**src/design/hng_pkg.sv**
```systemverilog
// Shared types and constants for the heightmap normal generator.
// Used by hng_unit, heightmap_normal_generator and the bench; no dependencies.
package hng_pkg;

    // Default line store depth
    localparam int MAX_WIDTH_DEF = 256;

    // Arithmetic widths
    localparam int MAG_W   = 23;   // |dh * range|
    localparam int MAG2_W  = 46;   // square of a magnitude
    localparam int SUM_W   = 47;   // squared length of the raw normal
    localparam int QUO_W   = 31;   // floor(2^30 * mag^2 / sum)
    localparam int ROOT_W  = 16;   // isqrt of the quotient
    localparam int UNIT_W  = 15;   // result magnitude, 0..16384

    localparam int DIV_STEPS  = QUO_W;
    localparam int SQRT_STEPS = ROOT_W;

    // Raw y component is 2.0 in the common scale: 65280, squared
    localparam logic [MAG2_W-1:0] Y_MAG2 = MAG2_W'(64'd4261478400);

    // Opcodes
    localparam logic OP_SAMPLE = 1'b0;
    localparam logic OP_DRAIN  = 1'b1;

    // Configuration register indexes
    localparam logic [1:0] REG_WIDTH  = 2'd0;
    localparam logic [1:0] REG_HEIGHT = 2'd1;
    localparam logic [1:0] REG_RANGE  = 2'd2;

    // Component select for the shared unit
    localparam logic [1:0] COMP_X = 2'd0;
    localparam logic [1:0] COMP_Y = 2'd1;
    localparam logic [1:0] COMP_Z = 2'd2;

    typedef enum logic [3:0] {
        S_IDLE,
        S_CHECK,
        S_RD_C,
        S_RD_L,
        S_RD_R,
        S_GET_R,
        S_MUL_X,
        S_MUL_Z,
        S_SQ_X,
        S_SQ_Z,
        S_SUM,
        S_UNIT_GO,
        S_UNIT_WAIT,
        S_OUT,
        S_UPDATE
    } t_state;

    typedef enum logic [2:0] {
        U_IDLE,
        U_DIV,
        U_PREP,
        U_SQRT,
        U_DONE
    } t_unit_state;

    // Request into the shared normalizing unit
    typedef struct packed {
        logic              start;
        logic [MAG2_W-1:0] mag2;
        logic [SUM_W-1:0]  sum;
    } t_unit_req;

    // Status back from the shared normalizing unit
    typedef struct packed {
        logic              done;
        logic [UNIT_W-1:0] mag;
    } t_unit_rsp;

endpackage

```
**src/design/hng_unit.sv**
```systemverilog
// Shared normalizing unit: round(16384 * sqrt(mag2 / sum)) by restoring
// division followed by a digit-by-digit square root. Depends on hng_pkg.
module hng_unit import hng_pkg::*; (
    input  logic      i_clk,
    input  logic      i_rst_n,
    input  t_unit_req i_req,
    output t_unit_rsp o_rsp
);

    t_unit_state r_state, n_state;
    logic [4:0]        r_cnt;
    logic [SUM_W:0]    r_rem;
    logic [SUM_W-1:0]  r_div;
    logic [QUO_W-1:0]  r_nlo;
    logic [QUO_W-1:0]  r_quo;
    logic [31:0]       r_rad;
    logic [19:0]       r_srem;
    logic [ROOT_W-1:0] r_root;

    logic [SUM_W:0]    div_trial;
    logic              div_ge;
    logic [19:0]       sq_rem2;
    logic [19:0]       sq_trial;
    logic              sq_ge;
    logic [ROOT_W:0]   root_inc;

    // Datapath steps
    assign div_trial = {r_rem[SUM_W-1:0], r_nlo[QUO_W-1]};
    assign div_ge    = div_trial >= {1'b0, r_div};
    assign sq_rem2   = {r_srem[17:0], r_rad[31:30]};
    assign sq_trial  = {2'b00, r_root, 2'b01};
    assign sq_ge     = sq_rem2 >= sq_trial;
    assign root_inc  = {1'b0, r_root} + (ROOT_W+1)'(1);

    // Next state
    always_comb begin
        n_state = r_state;
        case (r_state)
            U_IDLE: if (i_req.start) n_state = U_DIV;
            U_DIV:  if (r_cnt == 5'(DIV_STEPS - 1)) n_state = U_PREP;
            U_PREP: n_state = U_SQRT;
            U_SQRT: if (r_cnt == 5'(SQRT_STEPS - 1)) n_state = U_DONE;
            U_DONE: n_state = U_IDLE;
            default: n_state = U_IDLE;
        endcase
    end

    // Outputs
    always_comb begin
        o_rsp.done = (r_state == U_DONE);
        o_rsp.mag  = root_inc[UNIT_W:1];
    end

    always_ff @(posedge i_clk) begin
        if (!i_rst_n) begin
            r_state <= U_IDLE;
        end else begin
            r_state <= n_state;
        end
    end

    // Iteration registers
    always_ff @(posedge i_clk) begin
        case (r_state)
            U_IDLE: begin
                r_rem <= {3'b000, i_req.mag2[MAG2_W-1:1]};
                r_nlo <= {i_req.mag2[0], (QUO_W-1)'(0)};
                r_div <= i_req.sum;
                r_quo <= '0;
                r_cnt <= '0;
            end
            U_DIV: begin
                r_rem <= div_ge ? div_trial - {1'b0, r_div} : div_trial;
                r_quo <= {r_quo[QUO_W-2:0], div_ge};
                r_nlo <= {r_nlo[QUO_W-2:0], 1'b0};
                r_cnt <= r_cnt + 5'd1;
            end
            U_PREP: begin
                r_rad  <= {1'b0, r_quo};
                r_srem <= '0;
                r_root <= '0;
                r_cnt  <= '0;
            end
            U_SQRT: begin
                r_srem <= sq_ge ? sq_rem2 - sq_trial : sq_rem2;
                r_root <= {r_root[ROOT_W-2:0], sq_ge};
                r_rad  <= {r_rad[29:0], 2'b00};
                r_cnt  <= r_cnt + 5'd1;
            end
            default: begin
                r_cnt <= r_cnt;
            end
        endcase
    end

endmodule

```
**config.mk**
```make
export PLATFORM = sky130hd
export DESIGN_NAME = hng_unit
export DESIGN_NICKNAME = d
export VERILOG_FILES = /design/src/design/hng_pkg.sv /design/src/design/hng_unit.sv
export SDC_FILE = /design/constraint.sdc
export NUM_CORES = 1
export LEC_CHECK = 0
export BUFFER_PORTS_ARGS = -buffer_cell sky130_fd_sc_hd__buf_2
export CORE_MARGIN = 5
export CORE_UTILIZATION = 36
export CTS_CLUSTER_SIZE = 8
export DETAILED_ROUTE_END_ITERATION = 8
export GPL_ROUTABILITY_DRIVEN = 0
export PLACE_DENSITY_LB_ADDON = 0.2
export SLEW_MARGIN = 30
export SYNTH_ARGS = -nofsm -noshare
export SYNTH_HDL_FRONTEND = slang
export SYNTH_SLANG_ARGS = --single-unit
```
**constraint.sdc**
```tcl
create_clock -name i_clk -period 4.1 [get_ports i_clk]
set_input_delay 0.82 -clock i_clk [delete_from_list [all_inputs] [get_ports i_clk]]
set_output_delay 0.82 -clock i_clk [all_outputs]
set_load 0.03 [all_outputs]
```
==> results of run 1 <==
Yosys cell counts, drive strengths merged (3+ instances only):
| master | instances | area [sq um] |
|---|---|---|
| a2111oi | 4 | 35.0 |
| a211o | 4 | 35.0 |
| a211oi | 8 | 60.1 |
| a21boi | 3 | 22.5 |
| a21o | 26 | 195 |
| a21oi | 73 | 365 |
| a31oi | 15 | 93.8 |
| and2 | 42 | 263 |
| and3 | 12 | 75.1 |
| buf | 18 | 105 |
| clkbuf | 42 | 158 |
| dfxtp | 3 | 60.1 |
| edfxtp | 197 | 5920 |
| ha | 69 | 863 |
| inv | 85 | 319 |
| mux2i | 48 | 480 |
| nand2 | 199 | 747 |
| nand2b | 3 | 18.8 |
| nand3 | 27 | 135 |
| nand4 | 26 | 169 |
| nor2 | 89 | 334 |
| nor2b | 9 | 56.3 |
| nor3 | 18 | 90.1 |
| o211ai | 9 | 67.6 |
| o21a | 11 | 82.6 |
| o21ai | 76 | 380 |
| o21bai | 9 | 67.6 |
| o22ai | 3 | 18.8 |
| o31ai | 4 | 30.0 |
| o41ai | 3 | 41.3 |
| or2 | 5 | 31.3 |
| xnor2 | 48 | 420 |
| xor2 | 25 | 219 |
sequential cells by signal (all words and copies together), names as in the netlist:
name,cells
r_cnt,5
r_nlo,1
r_div,47
r_rad,32
r_state,3
r_srem,18
r_root,16
r_rem,47
r_quo,31
worst min path at each step:
stage | start | endpoint | slack, ns | cells after the start
floorplan | r_rad[8] | r_rad[10] | 0.48 | 2
global placement | r_rad[21] | r_rad[23] | 0.49 | 2
detailed placement | r_rad[18] | r_rad[20] | 0.49 | 2
CTS | r_rad[7] | r_rad[9] | 0.51 | 2
global route | i_req[31] | r_div[31] | 0.52 | 1
finish | r_rad[17] | r_rad[19] | 0.51 | 2
cell type report:
type,instances,share of cell area [%]
well taps,448,4.07
clock buffers,18,3.12
multi-input cells,896,41.4
inverters,85,2.32
repair buffers,124,4.92
flip-flops and latches,200,43.4
clock inverters,14,0.817
metal layers:
layer	vias up	global-route usage (%)	routed length, microns
met5	-	0	0
met4	0	4.69	631
met3	39	2.62	811
met2	144	25.3	13600
met1	4313	19.5	13500
li1	4573	-	-
critical path: cells and delay by family, from the launching register on:
kind / cells / cell delay [ns]
compound gates: 6 / 1.27
fa+ha+maj: 2 / 0.65
buf+inv: 1 / 0.36
flops: 1 / 0.37
simple gates: 3 / 0.59
stage by stage:
step / hold slack [ns] / utilization (%) / cell area [sq um] / instances
after floorplan: 0.484 / - / 12200 / 1241
after global placement: 0.490 / 39.5 / 13200 / 1753
after detailed placement: 0.493 / 39.5 / 13200 / 1753
after CTS: 0.513 / 41.1 / 13800 / 1785
after global routing: 0.524 / 41.1 / 13800 / 1785
final: 0.507 / 41.1 / 13800 / 1785
logic make-up (layout without fill, tap and decap cells):
group                    count (synthesis)  after routing
buffers and inverters                  145            241
multiplexers                            49             49
XOR/XNOR                                73             73
flip-flops                             200            200
AND/OR/NAND/NOR                        436            436
AO/OA/AOI/OAI                          268            268
adder cells (fa/ha/maj)                 70             70
report_power, final:
part	internal (W)	total, W	switching [W]	leakage [nW]
combinational	0.000924	0.00224	0.00131	3.52
clock	0.000793	0.00163	0.000836	0.263
sequential	0.00243	0.00252	0.0000878	2.07
==> run summary, run 1 <==
TNS Setup: 0 ns
Post_cts resized: 0
Synthesized area per cell: 9.84 sq um
ANT cells: 0
Number of global-route vias before repair: 9201
Critical path data arrival time: 3.71 ns
Timing-limited maximum frequency: 0.285 GHz
DP Worst Slack: 0.580 ns
WP data required: 4.30 ns
Launch point of the worst path: r_div[0]
Initial antenna violation count: 0
Worst Tran Pin Value: 0.881 ns
Initial Util: 36.4%
Clock-pin slew on the worst setup and hold paths: 0.08 ns
Slew headroom: 39.7%
Drt wl/cell: 16.0 microns
Core Box Area: 0.0335 sq mm
Die span in y: 194 microns
Post-synthesis simple-gate area fraction: 16.1%
Seq cells post-synth: 200
Area Growth Syn to Fin: 12.9%
Syn_nets: 1407
Final Net Count: 1490
Adder-Cell Fraction of Synth Area: 7.24%
Hold WC Path Type: flip-flop to flip-flop
R2R cell count: 12
RSZ-0062 raised after global routing: false
Max Cap Viol: 0
Final hold vios: 0
Commonest non-fill, non-tap cell in the layout: nand2_1
CP Max Fanout: 23
Multi-input logic area: 0.00570 sq mm
WL final: 28.5 mm
Drt drc: 0
Antenna viol nets, final: 0
Post-synthesis sequential area ratio: 48.9%
Reg2reg end: r_rem[38]
Pwr dens: 463 mW/mm^2
Total track usage: 14.9%
Pre-antenna DRT Iters: 5
Post-synth EDFFs: 197
Pwr Total: 0.00639 W
Critical Path Start Type: flip-flop
Most frequent cells in the layout: 199 x nand2_1, 197 x edfxtp_1, 111 x buf_2, 87 x nor2_1, 84 x inv_1
Peak VDD IR: 0.329 mV
DRT iter0 DRCs: 563
CTS Hold Bufs: 0
Synth async-reset ratio: 0%
CP max stage delay: 0.42 ns
Clk_skew: 0.0140 ns
Mapped Area: 0.0122 sq mm
Clock Latency Late Sink: 0.45 ns
Count of different cell masters after synthesis: 62
I/O Buffers: 111
Worst setup path class: flip-flop to flip-flop
Largest family of logic cells by synthesized area: simple AND/OR/NAND/NOR gates
TritonCTS Buffers: 17
Root Buffer Master: clkbuf_16
# Post-CTS Setup Buffers: 0
Synth Flop Type: edfxtp_1
Final setup vio count: 0
Die Span X: 194 microns
Fraction of synthesized area in multiplexers: 4.03%
Clk sinks: 200
Highest-delay cell along the critical path: fa_1
Total die area: 0.0377 sq mm
Crit path capture: r_rem[38]
Fraction of layout instances using a drive strength above 1: 12.9%
FF-to-FF setup slack: 0.59 ns
Status: finished clean
Largest net degree at the start of global routing: 56
Filler Cell Count: 3375
Worst-path cell chain: ha_1 -> fa_1 -> nor2b_1 -> o2111ai_1 -> a211o_1 -> nand2_1 -> a41oi_1 -> o41ai_4 -> buf_4 -> nand2_1 -> a21oi_1 -> a21oi_1
Detailed Place HPWL: 20.7 mm
Fin. max-slew vios: 0
Crit. End Element: flip-flop
GRT overflow: 0
Tmin final: 3.51 ns
CTS Buffer Depth: 2
Sequential cell area: 0.00598 sq mm
Synth Instances: 1241
H-tree level count: 4
Pleak: 5.85 nW
I/O pin cnt: 112
Yosys warnings: 0
Num rows: 67
Setup WS post-layout: 0.588 ns
Compound-Gate Fraction of Synth Area: 13.7%
Global-route wire length before repair: 46.3 mm
CTS tree: built
Reg-to-Reg Start: r_div[0]
Synth Area in XOR/XNOR: 5.24%
Post-route clock period utilization: 85.7%
Vias per cell: 5.08
Via count: 9069
No activity file was read; power rests on OpenSTA's default activity.
==> run 2: changes to the inputs <==
--- a/config.mk
+++ b/config.mk
@@ -5,7 +5,10 @@
 export SDC_FILE = /design/constraint.sdc
 export NUM_CORES = 1
 export LEC_CHECK = 0
+export ABC_AREA = 1
 export BUFFER_PORTS_ARGS = -buffer_cell sky130_fd_sc_hd__buf_2
+export CELL_PAD_IN_SITES_DETAIL_PLACEMENT = 1
+export CELL_PAD_IN_SITES_GLOBAL_PLACEMENT = 1
 export CORE_MARGIN = 5
 export CORE_UTILIZATION = 36
 export CTS_CLUSTER_SIZE = 8
==> run 2 against run 1 <==
Against the previous run:
- register-to-register slack gained 0.11 ns
- flip-flop and latch count is the same
- clock-buffer cell count down 1
- synthesized cell count grew 56%
- largest cell class is now multi-input gates
==> run summary, run 2 <==
Clock-pin slew on the worst setup and hold paths: 0.09 ns (about the same)
GRT overflow: 0 (unchanged)
Hold WC Path Type: primary input to flip-flop
Count of different cell masters after synthesis: 42 (-32%)
Num rows: 72 (+7.5%)
Placement-stage cell area: 0.0153 sq mm (+15%)
Launch point of the worst path: r_root[2]
Top Registers: r_div x47, r_rem x47, r_rad x32
Drt wl/cell: 16.2 microns (+1.1%)
WL final: 41.4 mm (+45%)
Largest net degree at the start of global routing: 79 (+41%)
R2R cell count: 15 (+3)
H-tree level count: 4 (unchanged)
Pre-antenna DRT Iters: 5 (unchanged)
Pwr dens: 617 mW/mm^2 (+33%)
Initial Util: 36.5% (+0.085 points)
Tmin final: 3.42 ns (-0.0876 ns)
Fraction of layout instances using a drive strength above 1: 10.9% (-2.0 points)
Peak VDD IR: 0.326 mV (-0.72%)
Yosys warnings: 0 (unchanged)
Setup WS post-layout: 0.675 ns (+0.0876 ns)
TNS Setup: 0 ns (unchanged)
I/O pin cnt: 112 (unchanged)
Total track usage: 19.2% (+4.3 points)
Clk sinks: 200 (unchanged)
# Post-CTS Setup Buffers: 0 (unchanged)
TritonCTS Buffers: 17 (unchanged)
Design Area, Final: 0.0159 sq mm (+16%)
Fin. max-slew vios: 0 (unchanged)
Post-synth top cells: 655 x nand2_1, 387 x inv_1, 197 x edfxtp_1, 158 x nor2_1, 103 x nand3_1
Crit. End Element: primary output
Hold Path Depth: 1 (-1)
Sw frac: 46.8% (+12 points)
Area fraction of the dominant cell type after synthesis: 41.8% (-6.7 points)
Final setup vio count: 0 (unchanged)
Drt drc: 0 (unchanged)
Count leader, synth: nand2_1
Largest family of logic cells by synthesized area: simple AND/OR/NAND/NOR gates
Detailed Place HPWL: 33.2 mm (+60%)
Number of global-route vias before repair: 13.0k (+41%)
Placed Cells: 2532 (+44%)
End of the worst hold path: r_div[8]
DRT iter0 DRCs: 526 (-6.6%)
Die Span X: 208 microns (+7.3%)
Non-filler cells, final: 2564 (+44%)
RSZ-0062 raised after global routing: false
Internal cell power: 0.00522 W (+26%)
Antenna viol nets, final: 0 (unchanged)
CTS Buffer Depth: 2 (unchanged)
Largest cells by area after synthesis: edfxtp_1 42%, nand2_1 17%, inv_1 10%
Pleak: 8.11 nW (+39%)
Compound-Gate Fraction of Synth Area: 5.17% (-8.5 points)
Clock power frac: 18.8% (-6.7 points)
Post-route clock period utilization: 83.5% (-2.1 points)
Adder-Cell Fraction of Synth Area: 6.23% (-1.0 points)
Max Cap Viol: 0 (unchanged)
Total die area: 0.0434 sq mm (+15%)
DP Worst Slack: 0.693 ns (+0.113 ns)
Clock Latency Late Sink: 0.48 ns (+0.03 ns)
Synth Instances: 1932 (+56%)
Final hold vios: 0 (unchanged)
Synth async-reset ratio: 0% (unchanged)
Combinational Power Share: 50.9% (+16 points)
Syn_nets: 2098 (+49%)
Commonest non-fill, non-tap cell in the layout: nand2_1
Synth Flop Type: edfxtp_1
Area Growth Syn to Fin: 12.3%
Post-synthesis sequential area ratio: 42.2% (-6.8 points)
Seq cells post-synth: 200 (unchanged)
Min-delay src: i_req[8]
Worst Tran Pin Value: 0.822 ns (-0.0591 ns)
Most frequent cells in the layout: 653 x nand2_1, 387 x inv_1, 197 x edfxtp_1, 156 x nor2_1, 111 x buf_2
CTS tree: built
Reg2reg end: r_rem[21]
Final Net Count: 2199 (+48%)
ANT cells: 0 (unchanged)
Post-synthesis simple-gate area fraction: 32.0% (+16 points)
Mapped Area: 0.0142 sq mm (+16%)
Reg-to-Reg Start: r_div[0]
Root Buffer Master: clkbuf_16
Critical Path Start Type: flip-flop
WP data required: 3.28 ns (-1.02 ns)
Critical path data arrival time: 2.60 ns (-1.11 ns)
Initial antenna violation count: 0 (unchanged)
Switching Power: 0.00460 W (+110%)
Sequential power share: 30.3% (-9.2 points)
Worst setup path class: flip-flop to primary output
Die span in y: 208 microns (+7.3%)
Synthesized area per cell: 7.33 sq um (-25%)
FF-to-FF setup slack: 0.70 ns (+0.11 ns)
Via count: 12.2k (+35%)
Post_cts resized: 0 (unchanged)
Fraction of synthesized area in multiplexers: 0% (-4.0 points)
Fin Hold WS: 0.508 ns (+0.00188 ns)
Vias per cell: 4.76 (-6.3%)
Clk_skew: 0.0182 ns (+0.00418 ns)
Filler Cell Count: 4929 (+46%)
Global-route wire length before repair: 67.2 mm (+45%)
I/O Buffers: 111 (unchanged)
CP Max Fanout: 3 (-87%)
CTS Hold Bufs: 0 (unchanged)
Area leader, netlist: edfxtp_1
Status: finished clean
Slew headroom: 45.1% (+5.3 points)
Core Box Area: 0.0388 sq mm (+16%)
Timing-limited maximum frequency: 0.292 GHz (+2.6%)
Synth Area in XOR/XNOR: 2.41% (-2.8 points)
Post-synth EDFFs: 197 (unchanged)
[run 2: cell types whose count changed in the layout (fill, tap and decap cells not counted), moves of 34 or more]
| cell | before | now |
|---|---|---|
| and2_1 | 42 | 1 |
| mux2i_1 | 48 | 0 |
| nand3_1 | 26 | 103 |
| inv_1 | 84 | 387 |
| nand2_2 | 0 | 34 |
| nand2_1 | 199 | 653 |
| o21ai_1 | 51 | 0 |
| nor2_1 | 87 | 156 |
[run 2: layout make-up]
| cell class | instances | area (sq um) | share of cell area (%) |
|---|---|---|---|
| well taps | 518 | 648 | 4.07 |
| repair buffers | 124 | 653 | 4.10 |
| clock inverters | 15 | 215 | 1.35 |
| clock buffers | 17 | 425 | 2.67 |
| multi-input cells | 1298 | 6530 | 41.0 |
| inverters | 392 | 1470 | 9.24 |
| flip-flops and latches | 200 | 5980 | 37.5 |
[run 2: routing by layer]
metal	routed length (microns)	share of wire [%]	vias up	track usage [%]
met1	18700	45	5760	23.9
met4	841	2.0	0	5.16
met3	1020	2.5	45	2.94
li1	-	-	6256	-
met5	0	0	-	0
met2	20800	50	144	34.7
[run 2: worst max path at each step]
stage | endpoint | cells past startpoint
2_1_floorplan | r_rad[0] | 8
3_3_place_gp | r_rem[0] | 15
3_5_place_dp | r_rem[34] | 13
4_1_cts | o_rsp[14] | 9
5_1_grt | o_rsp[14] | 9
6_report | o_rsp[14] | 9
[run 2: critical path, cell delays in order, from the launching register on]
cell and delay [ns]:
edfxtp_1 0.39, inv_1 0.09, nor3_1 0.30, nand3_1 0.17, nor2_1 0.21, nand3_1 0.17, nor3_1 0.34, nand2_1 0.11
xor2_1 0.14, buf_2 0.21
[run 2: logic make-up after synthesis]
family	after synthesis
adder cells (fa/ha/maj)	70
flip-flops	200
AO/OA/AOI/OAI	139
XOR/XNOR	39
buffers and inverters	434
AND/OR/NAND/NOR	1050
[run 2: power groups by stage]
stage	logic (W)	clock network, W	registers (W)
2_1_floorplan	0.00372	0	0.00298
3_3_place_gp	0.00492	0	0.00301
3_5_place_dp	0.00504	0	0.00302
4_1_cts	0.00508	0.00191	0.00298
5_1_grt	0.00569	0.00199	0.00302
6_report	0.00500	0.00185	0.00298
[run 2: stage by stage]
step                      total power, W  utilization (%)
after floorplan                  0.00670                -
after global placement           0.00792             39.3
after detailed placement         0.00806             39.3
after CTS                        0.00998             41.0
after global routing              0.0107             41.0
final                            0.00983             41.0
==> run 3: changes to the inputs <==
==> constraint.sdc (replaced) <==
create_clock -name i_clk -period 3.15 [get_ports i_clk]
set_input_delay 0.63 -clock i_clk [delete_from_list [all_inputs] [get_ports i_clk]]
set_output_delay 0.63 -clock i_clk [all_outputs]
set_load 0.03 [all_outputs]
==> run 3 against run 2 <==
Against the previous run:
- hold slack worse by 0.18 ns
- die area is the same
- power up 31%
- clock skew up 0.0037 ns
- via count grew 1.4%
- clock power up 28%
- largest power group unchanged
==> run summary, run 3 (synthesized netlist as in run 2, its figures left out) <==
Status: finished clean
Non-filler cells, final: 2567 (+0.12%)
Final Net Count: 2202 (+0.14%)
Crit. End Element: primary output
Slew headroom: 42.7% (-2.4 points)
Total die area: 0.0434 sq mm (unchanged)
Fin Hold WS: 0.328 ns (-0.181 ns)
Die span in y: 208 microns (unchanged)
Area Growth Syn to Fin: 13.2%
Placed Cells: 2535 (+0.12%)
Core Box Area: 0.0388 sq mm (unchanged)
I/O Buffers: 111 (unchanged)
I/O pin cnt: 112 (unchanged)
Critical path's most frequent cell: nand3_1
Critical Path Start Type: flip-flop
Fin. max-slew vios: 0 (unchanged)
Worst setup path class: flip-flop to primary output
Clk_skew: 0.0218 ns (+0.00367 ns)
Critical path data arrival time: 2.30 ns (-0.30 ns)
Tmin final: 2.93 ns
Initial Util: 36.5% (unchanged)
Num rows: 72 (unchanged)
TritonCTS Buffers: 17 (unchanged)
Pleak: 8.14 nW (+0.42%)
Pwr dens: 801 mW/mm^2 (+30%)
CTS tree: built
Largest net degree at the start of global routing: 80 (+1.3%)
WL final: 41.7 mm (+0.64%)
DRT iter0 DRCs: 483 (-8.2%)
Initial antenna violation count: 0 (unchanged)
CP max stage delay: 0.40 ns (about the same)
RSZ-0062 raised after global routing: false
Worst-path cell chain: inv_1 -> nor3_2 -> nand3_1 -> nor2_2 -> nand3_1 -> nor3_1 -> xor2_1 -> buf_2
Top delay family on crit path: simple AND/OR/NAND/NOR gates
Worst Tran Pin Value: 0.858 ns (+0.0356 ns)
Detailed Place HPWL: 32.7 mm (-1.4%)
Most frequent cells in the layout: 653 x nand2_1, 387 x inv_1, 197 x edfxtp_1, 151 x nor2_1, 110 x buf_2
Clock-pin slew on the worst setup and hold paths: 0.09 ns (about the same)
ANT cells: 0 (unchanged)
Vias per cell: 4.82 (+1.3%)
Final hold vios: 0 (unchanged)
Hold WC Path Type: primary input to flip-flop
Pre-antenna DRT Iters: 5 (unchanged)
Drt wl/cell: 16.2 microns (+0.52%)
Root Buffer Master: clkbuf_16
CTS Hold Bufs: 0 (unchanged)
Top Registers: r_div x47, r_rem x47, r_rad x32
Final setup vio count: 0 (unchanged)
Commonest non-fill, non-tap cell in the layout: nand2_1
Fraction of layout instances using a drive strength above 1: 11.5% (+0.52 points)
Number of global-route vias before repair: 13.2k (+1.2%)
Post-route clock period utilization: 93.0%
Die Span X: 208 microns (unchanged)
GRT overflow: 0 (unchanged)
H-tree level count: 4 (unchanged)
Highest-delay cell along the critical path: edfxtp_1
Peak VDD IR: 0.563 mV (+73%)
CTS Buffer Depth: 2 (unchanged)
Pwr Total: 0.0128 W (+31%)
Drt drc: 0 (unchanged)
Timing-limited maximum frequency: 0.341 GHz
Via count: 12.4k (+1.4%)
Clk sinks: 200 (unchanged)
Max Cap Viol: 0 (unchanged)
Filler Cell Count: 4896 (-0.67%)
WP data required: 2.52 ns (-0.76 ns)
Clock Latency Late Sink: 0.48 ns (about the same)
CP Max Fanout: 3 (unchanged)
Total track usage: 19.3% (+0.072 points)
Global-route wire length before repair: 67.8 mm (+0.88%)
TNS Setup: 0 ns (unchanged)
Antenna viol nets, final: 0 (unchanged)
CP bufs+invs: 2 (unchanged)
[run 3: changes by cell type in the layout (fill, tap and decap cells not counted)]
cell / previous run / this run
buf_12: 0 / 6
nor2_1: 156 / 151
nor2_2: 3 / 8
clkinv_8: 3 / 6
buf_4: 13 / 11
inv_8: 5 / 3
nor3_1: 11 / 9
nor3_2: 0 / 2
buf_2: 111 / 110
clkinv_2: 0 / 1
inv_12: 5 / 4
inv_16: 1 / 0
nand3_1: 103 / 102
nand3_2: 5 / 6
[run 3: path summary, 6_finish.rpt]
| check | start | to | slack [ns] | cells after the start |
|---|---|---|---|---|
| worst max-delay path | r_root[2] | o_rsp[12] | 0.22 | 8 |
| worst min-delay path | i_req[31] | r_div[31] | 0.33 | 1 |
| worst max register to register | r_div[0] | r_rem[44] | 0.43 | 16 |
| worst min register to register | r_rad[1] | r_rad[3] | 0.53 | 2 |
[run 3: area by class of cell]
class	count	area (sq um)	area share, %
Multi-Input combinational cell	1298	6560	40.9
Sequential cell	200	5980	37.3
Inverter	392	1470	9.17
Timing Repair Buffer	127	753	4.70
Tap cell	518	648	4.04
Clock buffer	17	425	2.65
Clock inverter	15	210	1.31
[run 3: report_power, final]
part / leakage, nW / total [W] / internal [W] / switching (W)
clock: 0.307 / 0.00237 / 0.00111 / 0.00126
sequential: 2.01 / 0.00388 / 0.00364 / 0.000239
combinational: 5.83 / 0.00659 / 0.00210 / 0.00449
total: 8.14 / 0.0128 / 0.00685 / 0.00599
[run 3: timing repair]
item | CTS | global route
resized for setup | 3 | 6
hold endpoints to repair | 0 | 0
setup endpoints to repair | 2 | 4
setup buffers | 0 | 0
[run 3: per-layer routing]
metal  track usage (%)  wire length, microns  vias to the layer above  share of wire [%]
li1                  -                     -                     6277                  -
met1              23.7                 18700                     5896                 45
met2              35.2                 21100                      154                 51
met3              2.24                   918                       46                2.2
met4              5.96                   923                        0                2.2
met5                 0                     0                        -                  0
[run 3: metrics by stage]
step                area, sq um  util, %  setup WS [ns]
finish                    16000     41.3          0.219
global route              16000     41.3        0.00816
global placement          15400     39.6          0.485
CTS                       16000     41.3         0.0236
floorplan                 14200        -         0.0884
detailed placement        15400     39.6          0.421
